**config.mk**
```make
export PLATFORM = sky130hd
export DESIGN_NAME = replacement_selection_run_generator_flat
export DESIGN_NICKNAME = d
export VERILOG_FILES = /design/src/hw/rtl/rsrg_pkg.sv /design/src/hw/rtl/rsrg_if.sv /design/src/hw/rtl/rsrg_ram.sv /design/src/hw/rtl/rsrg_ctrl.sv /design/src/hw/rtl/rsrg_dp.sv /design/src/hw/rtl/replacement_selection_run_generator.sv /design/src/flat_wrapper.sv
export SDC_FILE = /design/constraint.sdc
export NUM_CORES = 2
export LEC_CHECK = 0
export BUFFER_PORTS_ARGS = -buffer_cell sky130_fd_sc_hd__buf_2
export CORE_ASPECT_RATIO = 1.25
export CORE_MARGIN = 8
export CORE_UTILIZATION = 55
export DETAILED_ROUTE_END_ITERATION = 12
export GPL_TIMING_DRIVEN = 0
export MAX_ROUTING_LAYER = met4
export PLACE_DENSITY = 0.7
export SYNTH_ARGS = -nofsm -noshare
export SYNTH_HDL_FRONTEND = slang
export SYNTH_HIERARCHICAL = 1
export SYNTH_SLANG_ARGS = --single-unit
```
**constraint.sdc**
```tcl
create_clock -name clk -period 13 [get_ports clk]
set_input_delay 1.3 -clock clk [delete_from_list [all_inputs] [get_ports clk]]
set_output_delay 1.3 -clock clk [all_outputs]
set_load 0.02 [all_outputs]
```
**src/hw/rtl/rsrg_pkg.sv**
```systemverilog
package rsrg_pkg;

  localparam int VALUE_W = 32;
  localparam int RUN_W   = 16;
  localparam int CFG_W   = 7;

  localparam logic [CFG_W-1:0] WORK_SIZE_RESET = 7'd64;
  localparam logic [RUN_W-1:0] RUN_MAX         = 16'hFFFF;

  localparam logic CMD_RECORD = 1'b0;
  localparam logic CMD_DRAIN  = 1'b1;

  // controller -> datapath
  typedef struct packed {
    logic take_in;     // capture the input request
    logic fill_wr;     // append record while the area is filling
    logic scan_init;   // clear scan pointer and best-so-far
    logic scan_rd;     // read the slot at the scan pointer, advance it
    logic emit;        // pick the winner, load the output register
    logic write_back;  // refill the chosen slot
    logic drain_end;   // area empty after drain, reset run state
  } rsrg_cmd_t;

  // datapath -> controller
  typedef struct packed {
    logic is_drain;
    logic area_full;
    logic occ_zero;
    logic scan_last;
    logic out_free;
  } rsrg_sts_t;

  // signed order onto unsigned order
  function automatic logic [VALUE_W-1:0] order_key(input logic [VALUE_W-1:0] v);
    order_key = {~v[VALUE_W-1], v[VALUE_W-2:0]};
  endfunction

endpackage

```
**src/hw/rtl/rsrg_if.sv**
```systemverilog
interface rsrg_in_if import rsrg_pkg::*; ();
  logic                      valid;
  logic                      ready;
  logic                      cmd;
  logic signed [VALUE_W-1:0] record_value;

  modport source (output valid, cmd, record_value, input ready);
  modport sink   (input valid, cmd, record_value, output ready);
endinterface

interface rsrg_out_if import rsrg_pkg::*; ();
  logic                      valid;
  logic                      ready;
  logic signed [VALUE_W-1:0] out_value;
  logic        [RUN_W-1:0]   run_index;
  logic                      first_of_run;
  logic                      final_record;

  modport source (output valid, out_value, run_index, first_of_run, final_record,
                  input ready);
  modport sink   (input valid, out_value, run_index, first_of_run, final_record,
                  output ready);
endinterface

```
**src/hw/rtl/rsrg_ram.sv**
```systemverilog
module rsrg_ram #(
  parameter int WIDTH = 32,
  parameter int DEPTH = 64
) (
  input  logic                     clk,
  input  logic                     we,
  input  logic [$clog2(DEPTH)-1:0] waddr,
  input  logic [WIDTH-1:0]         wdata,
  input  logic [$clog2(DEPTH)-1:0] raddr,
  output logic [WIDTH-1:0]         rdata
);

  logic [WIDTH-1:0] mem [DEPTH];

  always_ff @(posedge clk) begin
    if (we) begin
      mem[waddr] <= wdata;
    end
    rdata <= mem[raddr];
  end

endmodule

```
**src/hw/rtl/rsrg_ctrl.sv**
```systemverilog
module rsrg_ctrl import rsrg_pkg::*; (
  input  logic      clk,
  input  logic      rst,
  input  logic      in_valid,
  output logic      in_ready,
  input  rsrg_sts_t sts,
  output rsrg_cmd_t cmd
);

  localparam logic [2:0] S_IDLE   = 3'd0;
  localparam logic [2:0] S_DECIDE = 3'd1;
  localparam logic [2:0] S_SCAN   = 3'd2;
  localparam logic [2:0] S_WAIT   = 3'd3;
  localparam logic [2:0] S_EMIT   = 3'd4;
  localparam logic [2:0] S_WRITE  = 3'd5;

  logic [2:0] state;
  logic [2:0] state_next;

  assign in_ready = (state == S_IDLE) && !rst;

  always_comb begin
    state_next = state;
    cmd        = '0;
    unique case (state)
      S_IDLE: begin
        if (in_valid) begin
          cmd.take_in = 1'b1;
          state_next  = S_DECIDE;
        end
      end
      S_DECIDE: begin
        if (sts.is_drain) begin
          if (sts.occ_zero) begin
            cmd.drain_end = 1'b1;
            state_next    = S_IDLE;
          end else begin
            cmd.scan_init = 1'b1;
            state_next    = S_SCAN;
          end
        end else if (sts.area_full) begin
          cmd.scan_init = 1'b1;
          state_next    = S_SCAN;
        end else begin
          cmd.fill_wr = 1'b1;
          state_next  = S_IDLE;
        end
      end
      S_SCAN: begin
        cmd.scan_rd = 1'b1;
        if (sts.scan_last) begin
          state_next = S_WAIT;
        end
      end
      S_WAIT: begin
        // last slot compares this cycle
        state_next = S_EMIT;
      end
      S_EMIT: begin
        if (sts.out_free) begin
          cmd.emit   = 1'b1;
          state_next = S_WRITE;
        end
      end
      S_WRITE: begin
        cmd.write_back = 1'b1;
        state_next     = sts.is_drain ? S_DECIDE : S_IDLE;
      end
      default: begin
        state_next = S_IDLE;
      end
    endcase
  end

  always_ff @(posedge clk) begin
    if (rst) begin
      state <= S_IDLE;
    end else begin
      state <= state_next;
    end
  end

endmodule

```
**src/hw/rtl/rsrg_dp.sv**
```systemverilog
module rsrg_dp import rsrg_pkg::*; #(
  parameter int WORK_DEPTH = 64
) (
  input  logic                      clk,
  input  logic                      rst,
  input  logic                      cfg_we,
  input  logic [CFG_W-1:0]          cfg_wdata,
  input  logic                      in_cmd,
  input  logic signed [VALUE_W-1:0] in_value,
  output logic                      out_valid,
  input  logic                      out_ready,
  output logic signed [VALUE_W-1:0] out_value,
  output logic [RUN_W-1:0]          out_run,
  output logic                      out_first,
  output logic                      out_final,
  input  rsrg_cmd_t                 cmd,
  output rsrg_sts_t                 sts
);

  localparam int AW    = $clog2(WORK_DEPTH);
  localparam int OCC_W = $clog2(WORK_DEPTH + 1);
  localparam logic [OCC_W-1:0] OCC_ONE   = OCC_W'(1);
  localparam logic [CFG_W-1:0] DEPTH_CFG = CFG_W'(WORK_DEPTH);

  logic [CFG_W-1:0]   work_size;
  logic [CFG_W-1:0]   size_use;
  logic [OCC_W-1:0]   occ;
  logic               run_has;
  logic [RUN_W-1:0]   current_run;
  logic [VALUE_W-1:0] last_emitted;

  logic               cmd_q;
  logic [VALUE_W-1:0] val_q;

  logic [AW-1:0]      rd_idx;
  logic               cmp_vld;
  logic [AW-1:0]      cmp_idx;
  logic [VALUE_W-1:0] rd_data;
  logic [VALUE_W-1:0] rd_key;

  logic               q_found;
  logic [VALUE_W-1:0] q_val;
  logic [AW-1:0]      q_idx;
  logic               a_found;
  logic [VALUE_W-1:0] a_val;
  logic [AW-1:0]      a_idx;
  logic [VALUE_W-1:0] last_val;
  logic [AW-1:0]      sel_idx;

  logic               qual;
  logic               use_q;
  logic [RUN_W-1:0]   run_inc;
  logic [RUN_W-1:0]   run_new;

  logic               ram_we;
  logic [AW-1:0]      ram_waddr;
  logic [VALUE_W-1:0] ram_wdata;

  // slots in use, clamped to 1..WORK_DEPTH
  always_comb begin
    if (work_size == '0) begin
      size_use = CFG_W'(1);
    end else if (work_size > DEPTH_CFG) begin
      size_use = DEPTH_CFG;
    end else begin
      size_use = work_size;
    end
  end

  assign sts.is_drain  = (cmd_q == CMD_DRAIN);
  assign sts.area_full = (CFG_W'(occ) >= size_use);
  assign sts.occ_zero  = (occ == '0);
  assign sts.scan_last = (OCC_W'(rd_idx) == occ - OCC_ONE);
  assign sts.out_free  = !out_valid || out_ready;

  assign ram_we    = cmd.fill_wr || cmd.write_back;
  assign ram_waddr = cmd.fill_wr ? occ[AW-1:0] : sel_idx;
  assign ram_wdata = (cmd.write_back && cmd_q == CMD_DRAIN) ? last_val : val_q;

  rsrg_ram #(
    .WIDTH (VALUE_W),
    .DEPTH (WORK_DEPTH)
  ) u_work (
    .clk   (clk),
    .we    (ram_we),
    .waddr (ram_waddr),
    .wdata (ram_wdata),
    .raddr (rd_idx),
    .rdata (rd_data)
  );

  assign rd_key = order_key(rd_data);
  assign qual   = !run_has || (rd_key >= order_key(last_emitted));

  assign use_q   = run_has && q_found;
  assign run_inc = (current_run != RUN_MAX) ? current_run + RUN_W'(1) : current_run;
  assign run_new = (run_has && !q_found) ? run_inc : current_run;

  // control state
  always_ff @(posedge clk) begin
    if (rst) begin
      work_size    <= WORK_SIZE_RESET;
      occ          <= '0;
      run_has      <= 1'b0;
      current_run  <= '0;
      last_emitted <= '0;
      cmp_vld      <= 1'b0;
      out_valid    <= 1'b0;
    end else begin
      if (cfg_we) begin
        work_size <= cfg_wdata;
      end
      cmp_vld <= cmd.scan_rd;
      if (cmd.fill_wr) begin
        occ <= occ + OCC_ONE;
      end else if (cmd.write_back && cmd_q == CMD_DRAIN) begin
        occ <= occ - OCC_ONE;
      end
      if (cmd.emit) begin
        run_has      <= 1'b1;
        current_run  <= run_new;
        last_emitted <= use_q ? q_val : a_val;
        out_valid    <= 1'b1;
      end else if (out_ready) begin
        out_valid <= 1'b0;
      end
      if (cmd.drain_end) begin
        occ          <= '0;
        run_has      <= 1'b0;
        current_run  <= '0;
        last_emitted <= '0;
      end
    end
  end

  // payload and scan state
  always_ff @(posedge clk) begin
    if (cmd.take_in) begin
      cmd_q <= in_cmd;
      val_q <= in_value;
    end
    if (cmd.scan_init) begin
      rd_idx  <= '0;
      q_found <= 1'b0;
      a_found <= 1'b0;
    end else if (cmd.scan_rd) begin
      rd_idx <= rd_idx + AW'(1);
    end
    cmp_idx <= rd_idx;
    if (cmp_vld) begin
      // strict less keeps the lowest slot on ties
      if (qual && (!q_found || rd_key < order_key(q_val))) begin
        q_found <= 1'b1;
        q_val   <= rd_data;
        q_idx   <= cmp_idx;
      end
      if (!a_found || rd_key < order_key(a_val)) begin
        a_found <= 1'b1;
        a_val   <= rd_data;
        a_idx   <= cmp_idx;
      end
      if (OCC_W'(cmp_idx) == occ - OCC_ONE) begin
        last_val <= rd_data;
      end
    end
    if (cmd.emit) begin
      sel_idx   <= use_q ? q_idx : a_idx;
      out_value <= use_q ? q_val : a_val;
      out_run   <= run_new;
      out_first <= !use_q;
      out_final <= (cmd_q == CMD_DRAIN) && (occ == OCC_ONE);
    end
  end

endmodule

```
**src/hw/rtl/replacement_selection_run_generator.sv**
```systemverilog
// Channel   Dir  Payload                                            Handshake
// in_ch     in   cmd, record_value                                  valid/ready
// out_ch    out  out_value, run_index, first_of_run, final_record   valid/ready
// cfg       in   cfg_wdata (work_size)                              cfg_we, no wait
//
// Steps: a record while the work area fills is accepted, then appended. Once
// full, a record goes through accept, decide, occ slot reads, last compare,
// emit and write-back; the single read port of the work RAM sets the scan
// pace, one slot per cycle. A drain loops decide to write-back per result.
// Reset (rst, sync): area empty, run 0, work_size 64; RAM is not cleared.
// Stalls: one result is held in the output register; the next emit waits
// for it to be taken. New requests are taken only between items.
module replacement_selection_run_generator import rsrg_pkg::*; #(
  parameter int WORK_DEPTH = 64
) (
  input  logic             clk,
  input  logic             rst,
  rsrg_in_if.sink          in_ch,
  rsrg_out_if.source       out_ch,
  input  logic             cfg_we,
  input  logic [CFG_W-1:0] cfg_wdata
);

  rsrg_cmd_t cmd;
  rsrg_sts_t sts;

  // sequencer: fill, scan, emit, write-back, drain loop
  rsrg_ctrl u_ctrl (
    .clk      (clk),
    .rst      (rst),
    .in_valid (in_ch.valid),
    .in_ready (in_ch.ready),
    .sts      (sts),
    .cmd      (cmd)
  );

  // work RAM, occupancy, run state, min search and output register
  rsrg_dp #(
    .WORK_DEPTH (WORK_DEPTH)
  ) u_dp (
    .clk       (clk),
    .rst       (rst),
    .cfg_we    (cfg_we),
    .cfg_wdata (cfg_wdata),
    .in_cmd    (in_ch.cmd),
    .in_value  (in_ch.record_value),
    .out_valid (out_ch.valid),
    .out_ready (out_ch.ready),
    .out_value (out_ch.out_value),
    .out_run   (out_ch.run_index),
    .out_first (out_ch.first_of_run),
    .out_final (out_ch.final_record),
    .cmd       (cmd),
    .sts       (sts)
  );

`ifndef ASSERT_OFF
  // the output register is only loaded when its last result has gone
  a_emit_free: assert property (@(posedge clk) disable iff (rst)
    cmd.emit |-> sts.out_free)
    else $error("emit while output register still full");

  // a new result appears only after an emit command
  a_out_src: assert property (@(posedge clk) disable iff (rst)
    $rose(out_ch.valid) |-> $past(cmd.emit))
    else $error("output valid without emit");

  // appends only while the area still has room
  a_fill_room: assert property (@(posedge clk) disable iff (rst)
    cmd.fill_wr |-> !sts.area_full)
    else $error("fill write into a full area");

  // drain leaves the area empty
  a_drain_empty: assert property (@(posedge clk) disable iff (rst)
    cmd.drain_end |=> sts.occ_zero)
    else $error("area not empty after drain");
`endif

endmodule
```
**src/flat_wrapper.sv**
```systemverilog
// flat-port wrapper written by rule: the top's interface ports become plain ports
module replacement_selection_run_generator_flat import rsrg_pkg::*;
#(
  parameter int WORK_DEPTH = 64
)
  (clk, rst, cfg_we, cfg_wdata, in_ch_valid, in_ch_cmd, in_ch_record_value, in_ch_ready, out_ch_valid, out_ch_out_value, out_ch_run_index, out_ch_first_of_run, out_ch_final_record, out_ch_ready);
  rsrg_in_if in_ch_i ();
  rsrg_out_if out_ch_i ();
  input  logic clk;
  input  logic rst;
  input  logic cfg_we;
  input  logic [CFG_W-1:0] cfg_wdata;
  input wire logic [$bits(in_ch_i.valid)-1:0] in_ch_valid;
  input wire logic [$bits(in_ch_i.cmd)-1:0] in_ch_cmd;
  input wire logic [$bits(in_ch_i.record_value)-1:0] in_ch_record_value;
  output wire logic [$bits(in_ch_i.ready)-1:0] in_ch_ready;
  output wire logic [$bits(out_ch_i.valid)-1:0] out_ch_valid;
  output wire logic [$bits(out_ch_i.out_value)-1:0] out_ch_out_value;
  output wire logic [$bits(out_ch_i.run_index)-1:0] out_ch_run_index;
  output wire logic [$bits(out_ch_i.first_of_run)-1:0] out_ch_first_of_run;
  output wire logic [$bits(out_ch_i.final_record)-1:0] out_ch_final_record;
  input wire logic [$bits(out_ch_i.ready)-1:0] out_ch_ready;
  assign in_ch_i.valid = in_ch_valid;
  assign in_ch_i.cmd = in_ch_cmd;
  assign in_ch_i.record_value = in_ch_record_value;
  assign in_ch_ready = in_ch_i.ready;
  assign out_ch_valid = out_ch_i.valid;
  assign out_ch_out_value = out_ch_i.out_value;
  assign out_ch_run_index = out_ch_i.run_index;
  assign out_ch_first_of_run = out_ch_i.first_of_run;
  assign out_ch_final_record = out_ch_i.final_record;
  assign out_ch_i.ready = out_ch_ready;
  replacement_selection_run_generator #(.WORK_DEPTH(WORK_DEPTH)) u_core (.clk(clk), .rst(rst), .in_ch(in_ch_i), .out_ch(out_ch_i), .cfg_we(cfg_we), .cfg_wdata(cfg_wdata));
endmodule
```
### After elaboration in Yosys (flattened, before gate mapping)

Memory sizes are Yosys's and may differ from the RTL's. A register that Yosys moved wholly into a read port is not among the register bits.
Index checks and enable logic that the tools add are counted.

| storage, ports and cells | value |
|---|---|
| register bits | 279 |
| bits in writable memories | 2,048 |
| input port bits | 45 |
| output and inout bits | 52 |
| logic and storage cells | 120 |
| memories | 1 |

| operators by class | value |
|---|---|
| $add $sub $neg | 4 |
| order comparisons | 5 |
| equality and inequality tests | 12 |
| multiplexer cells | 43 |
| bitwise gates (word level) | 4 |
| reduce and logical (&&, ||, !) cells | 27 |

Memories:

| memory | words | width | read ports | clocked after memory_dff | wr ports | line | source |
|---|---|---|---|---|---|---|---|
| u_core.u_dp.u_work.mem | 64 | 32 | 1 | 1 | 1 | rsrg_ram.sv:13 | `logic [WIDTH-1:0] mem [DEPTH];` |

Operator list:

| operator | number |
|---|---|
| $lt A32 B32 Y1 | 2 |
| $mux W32 | 2 |
| $ge A32 B32 Y1 | 1 |
| $mux W16 | 2 |
| $mux W7 | 4 |
| $mux W1 | 25 |
| $pmux W3 S6 | 1 |
| $add A16 B1 Y16 const B | 1 |
| $ne A16 B16 Y1 const B | 1 |
| $eq A6 B7 Y1 | 2 |
| $logic_not A7 Y1 | 2 |
| $mux W3 | 4 |
| $mux W6 | 2 |
| $add A7 B1 Y7 const B | 1 |
| $eq A7 B1 Y1 const B | 1 |
| $ge A7 B7 Y1 | 1 |
| $gt A7 B7 Y1 const B | 1 |
| $sub A7 B1 Y7 const B | 1 |
| $add A6 B1 Y6 const B | 1 |
| $eq A3 B2 Y1 const B | 2 |
| $eq A3 B3 Y1 const B | 2 |
| $logic_and A1 B1 Y1 | 6 |
| $logic_not A1 Y1 | 6 |
| $mux W2 | 3 |
| 10 further kinds | 21 |

### Depth between registers and ports, before layout

| logic depth | value |
|---|---|
| depth after elaboration | 10 |
| mapped depth | 18 |
| gate-level depth less buffers | 16 |

### Hierarchy

Netlist, hierarchy kept.

Modules (own cells, without submodules):

| module | times used | cells each | area an instance (um^2) | seq. area each (um^2) |
|---|---|---|---|---|
| rsrg_ram | 1 | 3,324 | 78,515.3 | 62,139.6 |
| rsrg_dp | 1 | 1,060 | 12,853.6 | 7,497.2 |
| rsrg_ctrl | 1 | 32 | 237.7 | 60.1 |

### Least setup slack after synthesis

No wires, ideal clock.

| path | value |
|---|---|
| path type | input port to flip-flop |
| start | input out_ch_ready |
| end | register u_core.u_dp.last_emitted[10] |
| library setup time | 128 ps |
| arrival time | 6,384 ps |
| data required time | 12,872 ps |
| slack | 6,488 ps |
| stages | 7 |
| buffers on the path | 2 |
| path through | nand2b_1 > nand2_1 > nor3_1 > clkbuf_1 > clkbuf_1 > mux2i_1 > nor2_1 |

RTL lines:

| element | line | source |
|---|---|---|
| start, declared | flat_wrapper.sv:22 | `input wire logic [$bits(out_ch_i.ready)-1:0] out_ch_ready;` |
| end signal, assigned | rsrg_dp.sv:122 | `last_emitted <= use_q ? q_val : a_val;` |
| end, declared | rsrg_dp.sv:30 | `logic [VALUE_W-1:0] last_emitted;` |

==> key figures <==
Status
  – Status: complete, but fails checks
  – Failing checks: max-capacitance violations, max-slew violations

Die
  – Full die area: approximately 180000 um2
  – Initial Utilization: about 55%
  – # IOs: 97
  – Row Count: 167
  – Die H: about 470 um
  – Core Box Area: 165500 um2
  – Die X: 381.0 um

Synth
  – Top cells by area, synth: edfxtp_1, mux4_2, dfxtp_1, ha_1, mux2i_1
  – Top-count cell post-synth: edfxtp_1
  – Number of synthesized register bits: 2359
  – Asr flop ratio synth: 0%
  – Leading area contributor after synthesis: edfxtp_1
  – Post-synth top cells: edfxtp_1, mux4_2, nor2_1, mux2i_1, dfxtp_1
  – Post-Syn Area per Cell: 20.74 um2
  – EDFF count, synth: 2245
  – Sequential share of the synthesized area: 76.08%
  – Mapped Area: 91610 um2
  – Synth top area share: 73.59%
  – Netlist cell types: 67
  – Synth Instances: between 4000 and 5000
  – Primary FF master, synth: edfxtp_1
  – YS warnings: 6
  – Syn Nets: 4568

Power
  – NetSw: 4840 uW
  – Int Pwr: 13280 uW
  – Power share of the combinational group: 18.9%
  – Switching share of power: 26.71%
  – Power Density: 174.5 nW/um2
  – Maximum vdd drop: approximately 160 uV
  – Share of power burned in registers: 47.5%
  – Clock power share: 33.7%
  – Static Leakage: 0.03270 uW

Critical path
  – RR Startpoint: u_core/u_dp/occ[0]
  – Startpoint Class: flip-flop
  – Crit Path Class: flip-flop to flip-flop
  – Worst path max stage delay: 1.12 ns
  – Crit path max fanout: 19
  – Crit end category: flip-flop
  – Worst EP arrival: 6.88 ns
  – CP max stage cell: nor2_4
  – Crit path cell chain: inv_1 -> ha_1 -> nand2b_1 -> a21o_1 -> a21o_1 -> a21o_1 -> a21oi_1 -> o21ai_0 -> nor3_1 -> clkbuf_1 -> clkbuf_1 -> mux2_2 -> clkbuf_1 -> nand4_1 -> nor2_4 -> buf_16
  – Worst setup startpoint: u_core/u_dp/occ[0]
  – Worst EP required: 13.54 ns

Global routing
  – Number of global-route vias before repair: 46820
  – Global-route wire length before repair: 357.4 mm
  – GRT overflow: 0
  – Largest net degree at the start of global routing: 65
  – Met2 Track Usage GR: 46.89%
  – GR Util met3: 5.504%
  – Initial antenna violation count: 15
  – GRT Max-Usage Layer: met2
  – Tot GR Track Use: between 20% and 30%
  – Met1 Track Usage GR: 34.54%

Routing
  – Initial DRC Count: approximately 6800
  – Wire length per cell: 36.09 um
  – 1st-pass router iterations: 6
  – Routed Antenna Nets: 0
  – Vias: about 48000
  – Residual DRC: 0
  – Drt total wl: between 200 and 300 mm
  – Via density: 6.653

CTS
  – Cts hold-fix bufs: 0
  – CTS Buf Count: 212
  – Clock Latency Late Sink: 0.87 ns
  – CTS tree: done
  – CTS H-tree depth: 4
  – Clock transition at path regs: roughly 0.070 ns
  – Clock tree buffer depth: 3
  – Resized Gates After CTS: 0
  – Root Driver: clkbuf_16
  – Clk sinks: 2359
  – Setup bufs post-CTS: 0

STA
  – Final period util: 48.76%
  – Worst rel slew slack: -2.430%
  – Slew @ Worst Pin: 1.536 ns
  – Final setup vio count: 0
  – Final Hold Fails: 0
  – Final min period: 6.339 ns
  – F_max: 0.1578 GHz
  – Max Slew Vio Count: 78
  – Fin Setup TNS: 0 ns
  – Clock skew: 0.02828 ns
  – Unrepaired setup endpoints after global routing: no

Finish
  – Area grow syn2layout: 13.32%
  – Final std cells w/o fill: 7201
  – Layout fillers: 11120
  – Nets: 4964
  – Share of layout cells above drive strength 1: 25.30%

Place
  – Hpwl dp: 171.2 mm
  – Port bufs: 95
  – Routability Congestion: 0.9509
  – Placed cell count: 6793

Run
  – Max-cap violations: 2

Min path
  – Hold_sp: u_core/u_dp/rd_idx[1]
  – Hold Crit Class: flip-flop to flip-flop
final timing paths:
check,to,slack [ns],cells after the start
worst max-delay path,u_core/u_dp/u_work/mem[31][16],6.66,16
worst min-delay path,u_core/u_dp/cmp_idx[1],0.45,0
worst max register to register,u_core/u_dp/u_work/mem[31][16],6.66,16
worst min register to register,u_core/u_dp/cmp_idx[1],0.45,0
cells in the final DEF (no fill, tap or decap), drive strengths merged, types with 7 or more instances in the layout:
cell type and n:
or2 9, nand3b 7, edfxtp 2245, bufinv 13
xor2 26, buf 305, and3 15, mux2 48
nor2 226, inv 111, nand4 31, nand3 25
a311oi 11, nor3 20, mux4 544, and2 9
ha 107, and4 7, a21oi 106, clkinvlp 7
or3 8, nand2b 18, xnor2 19, diode 11
o221ai 27, a22oi 15, clkbuf 370, nor2b 22
dfxtp 114, a21o 20, o21ai 45, clkinv 96
nand2 95, o22ai 87, mux2i 133
critical path, delay by kind of cell, from the launching register on:
family / cells / cell delay [ns]
AO/OA/AOI/OAI: 5 / 0.81
adder cells (fa/ha/maj): 1 / 0.33
buffers and inverters: 5 / 1.68
flip-flops: 1 / 0.59
multiplexers: 1 / 0.28
AND/OR/NAND/NOR: 4 / 2.31
per-stage QoR:
| stage | worst slack [ns] | util (%) | cell area (um2) | hold slack, ns | total power, uW |
|---|---|---|---|---|---|
| 2_1_floorplan | 6.488 | - | 91610 | 0.3977 | 10880 |
| 3_3_place_gp | 3.142 | 57.30 | 94830 | 0.4233 | 12080 |
| 3_5_place_dp | 6.748 | 58.59 | 96960 | 0.4320 | 12140 |
| 4_1_cts | 6.692 | 62.66 | 103700 | 0.4453 | 18150 |
| 5_1_grt | 6.325 | 62.72 | 103800 | 0.4665 | 18570 |
| 6_report | 6.661 | 62.73 | 103800 | 0.4477 | 18120 |
registers in the layout, summed over array words and instances (netlist names), 16 cells and up:
signal	flops
u_core/u_dp/u_work/mem	2048
u_core/u_dp/a_val	32
u_core/u_dp/out_run	16
u_core/u_dp/last_val	32
u_core/u_dp/last_emitted	32
u_core/u_dp/current_run	16
u_core/u_dp/u_work/rdata	32
u_core/u_dp/q_val	32
u_core/u_dp/val_q	32
u_core/u_dp/out_value	32
metal layers:
metal	up-vias	wire (um)	share of wire [%]
li1	18990	-	-
met1	25110	86530	33
met2	3096	126400	49
met3	711	26030	10
met4	0	20970	8.1
met5	-	0	0
area by class of cell:
cell class                 count  area, um2  area share, %
sequential                  2359      69700          67.14
multi-input combinational   1732      21040          20.27
clock buffer                 270       5739          5.529
tap                         2197       2749          2.648
timing repair buffer         182       2093          2.017
buffer                       223       1079          1.039
clock inverter               125       1001         0.9643
inverter                     102      382.9         0.3688
antenna                       11      27.53        0.02652
cells by family (layout without fill, tap and decap cells):
group / Yosys count / count (layout) / synth area share, %
buffers and inverters: 325 / 902 / 1.594
and+or+nand+nor: 504 / 504 / 2.579
other: 0 / 11 / 0
muxes: 725 / 725 / 15.42
DFF: 2359 / 2359 / 76.08
xor gates and xnor gates: 45 / 45 / 0.4302
adders and majority gates: 107 / 107 / 1.461
AOI/OAI and AO/OA: 351 / 351 / 2.431
power by group through the flow:
stage / clock (uW) / combinational (uW) / sequential (uW)
final: 6100 / 3420 / 8600
after global routing: 6440 / 3530 / 8610
after CTS: 6160 / 3390 / 8600
after detailed placement: 0 / 3380 / 8760
after global placement: 0 / 3320 / 8760
after floorplan: 0 / 2180 / 8700
Power figures use the tool's default switching activity.
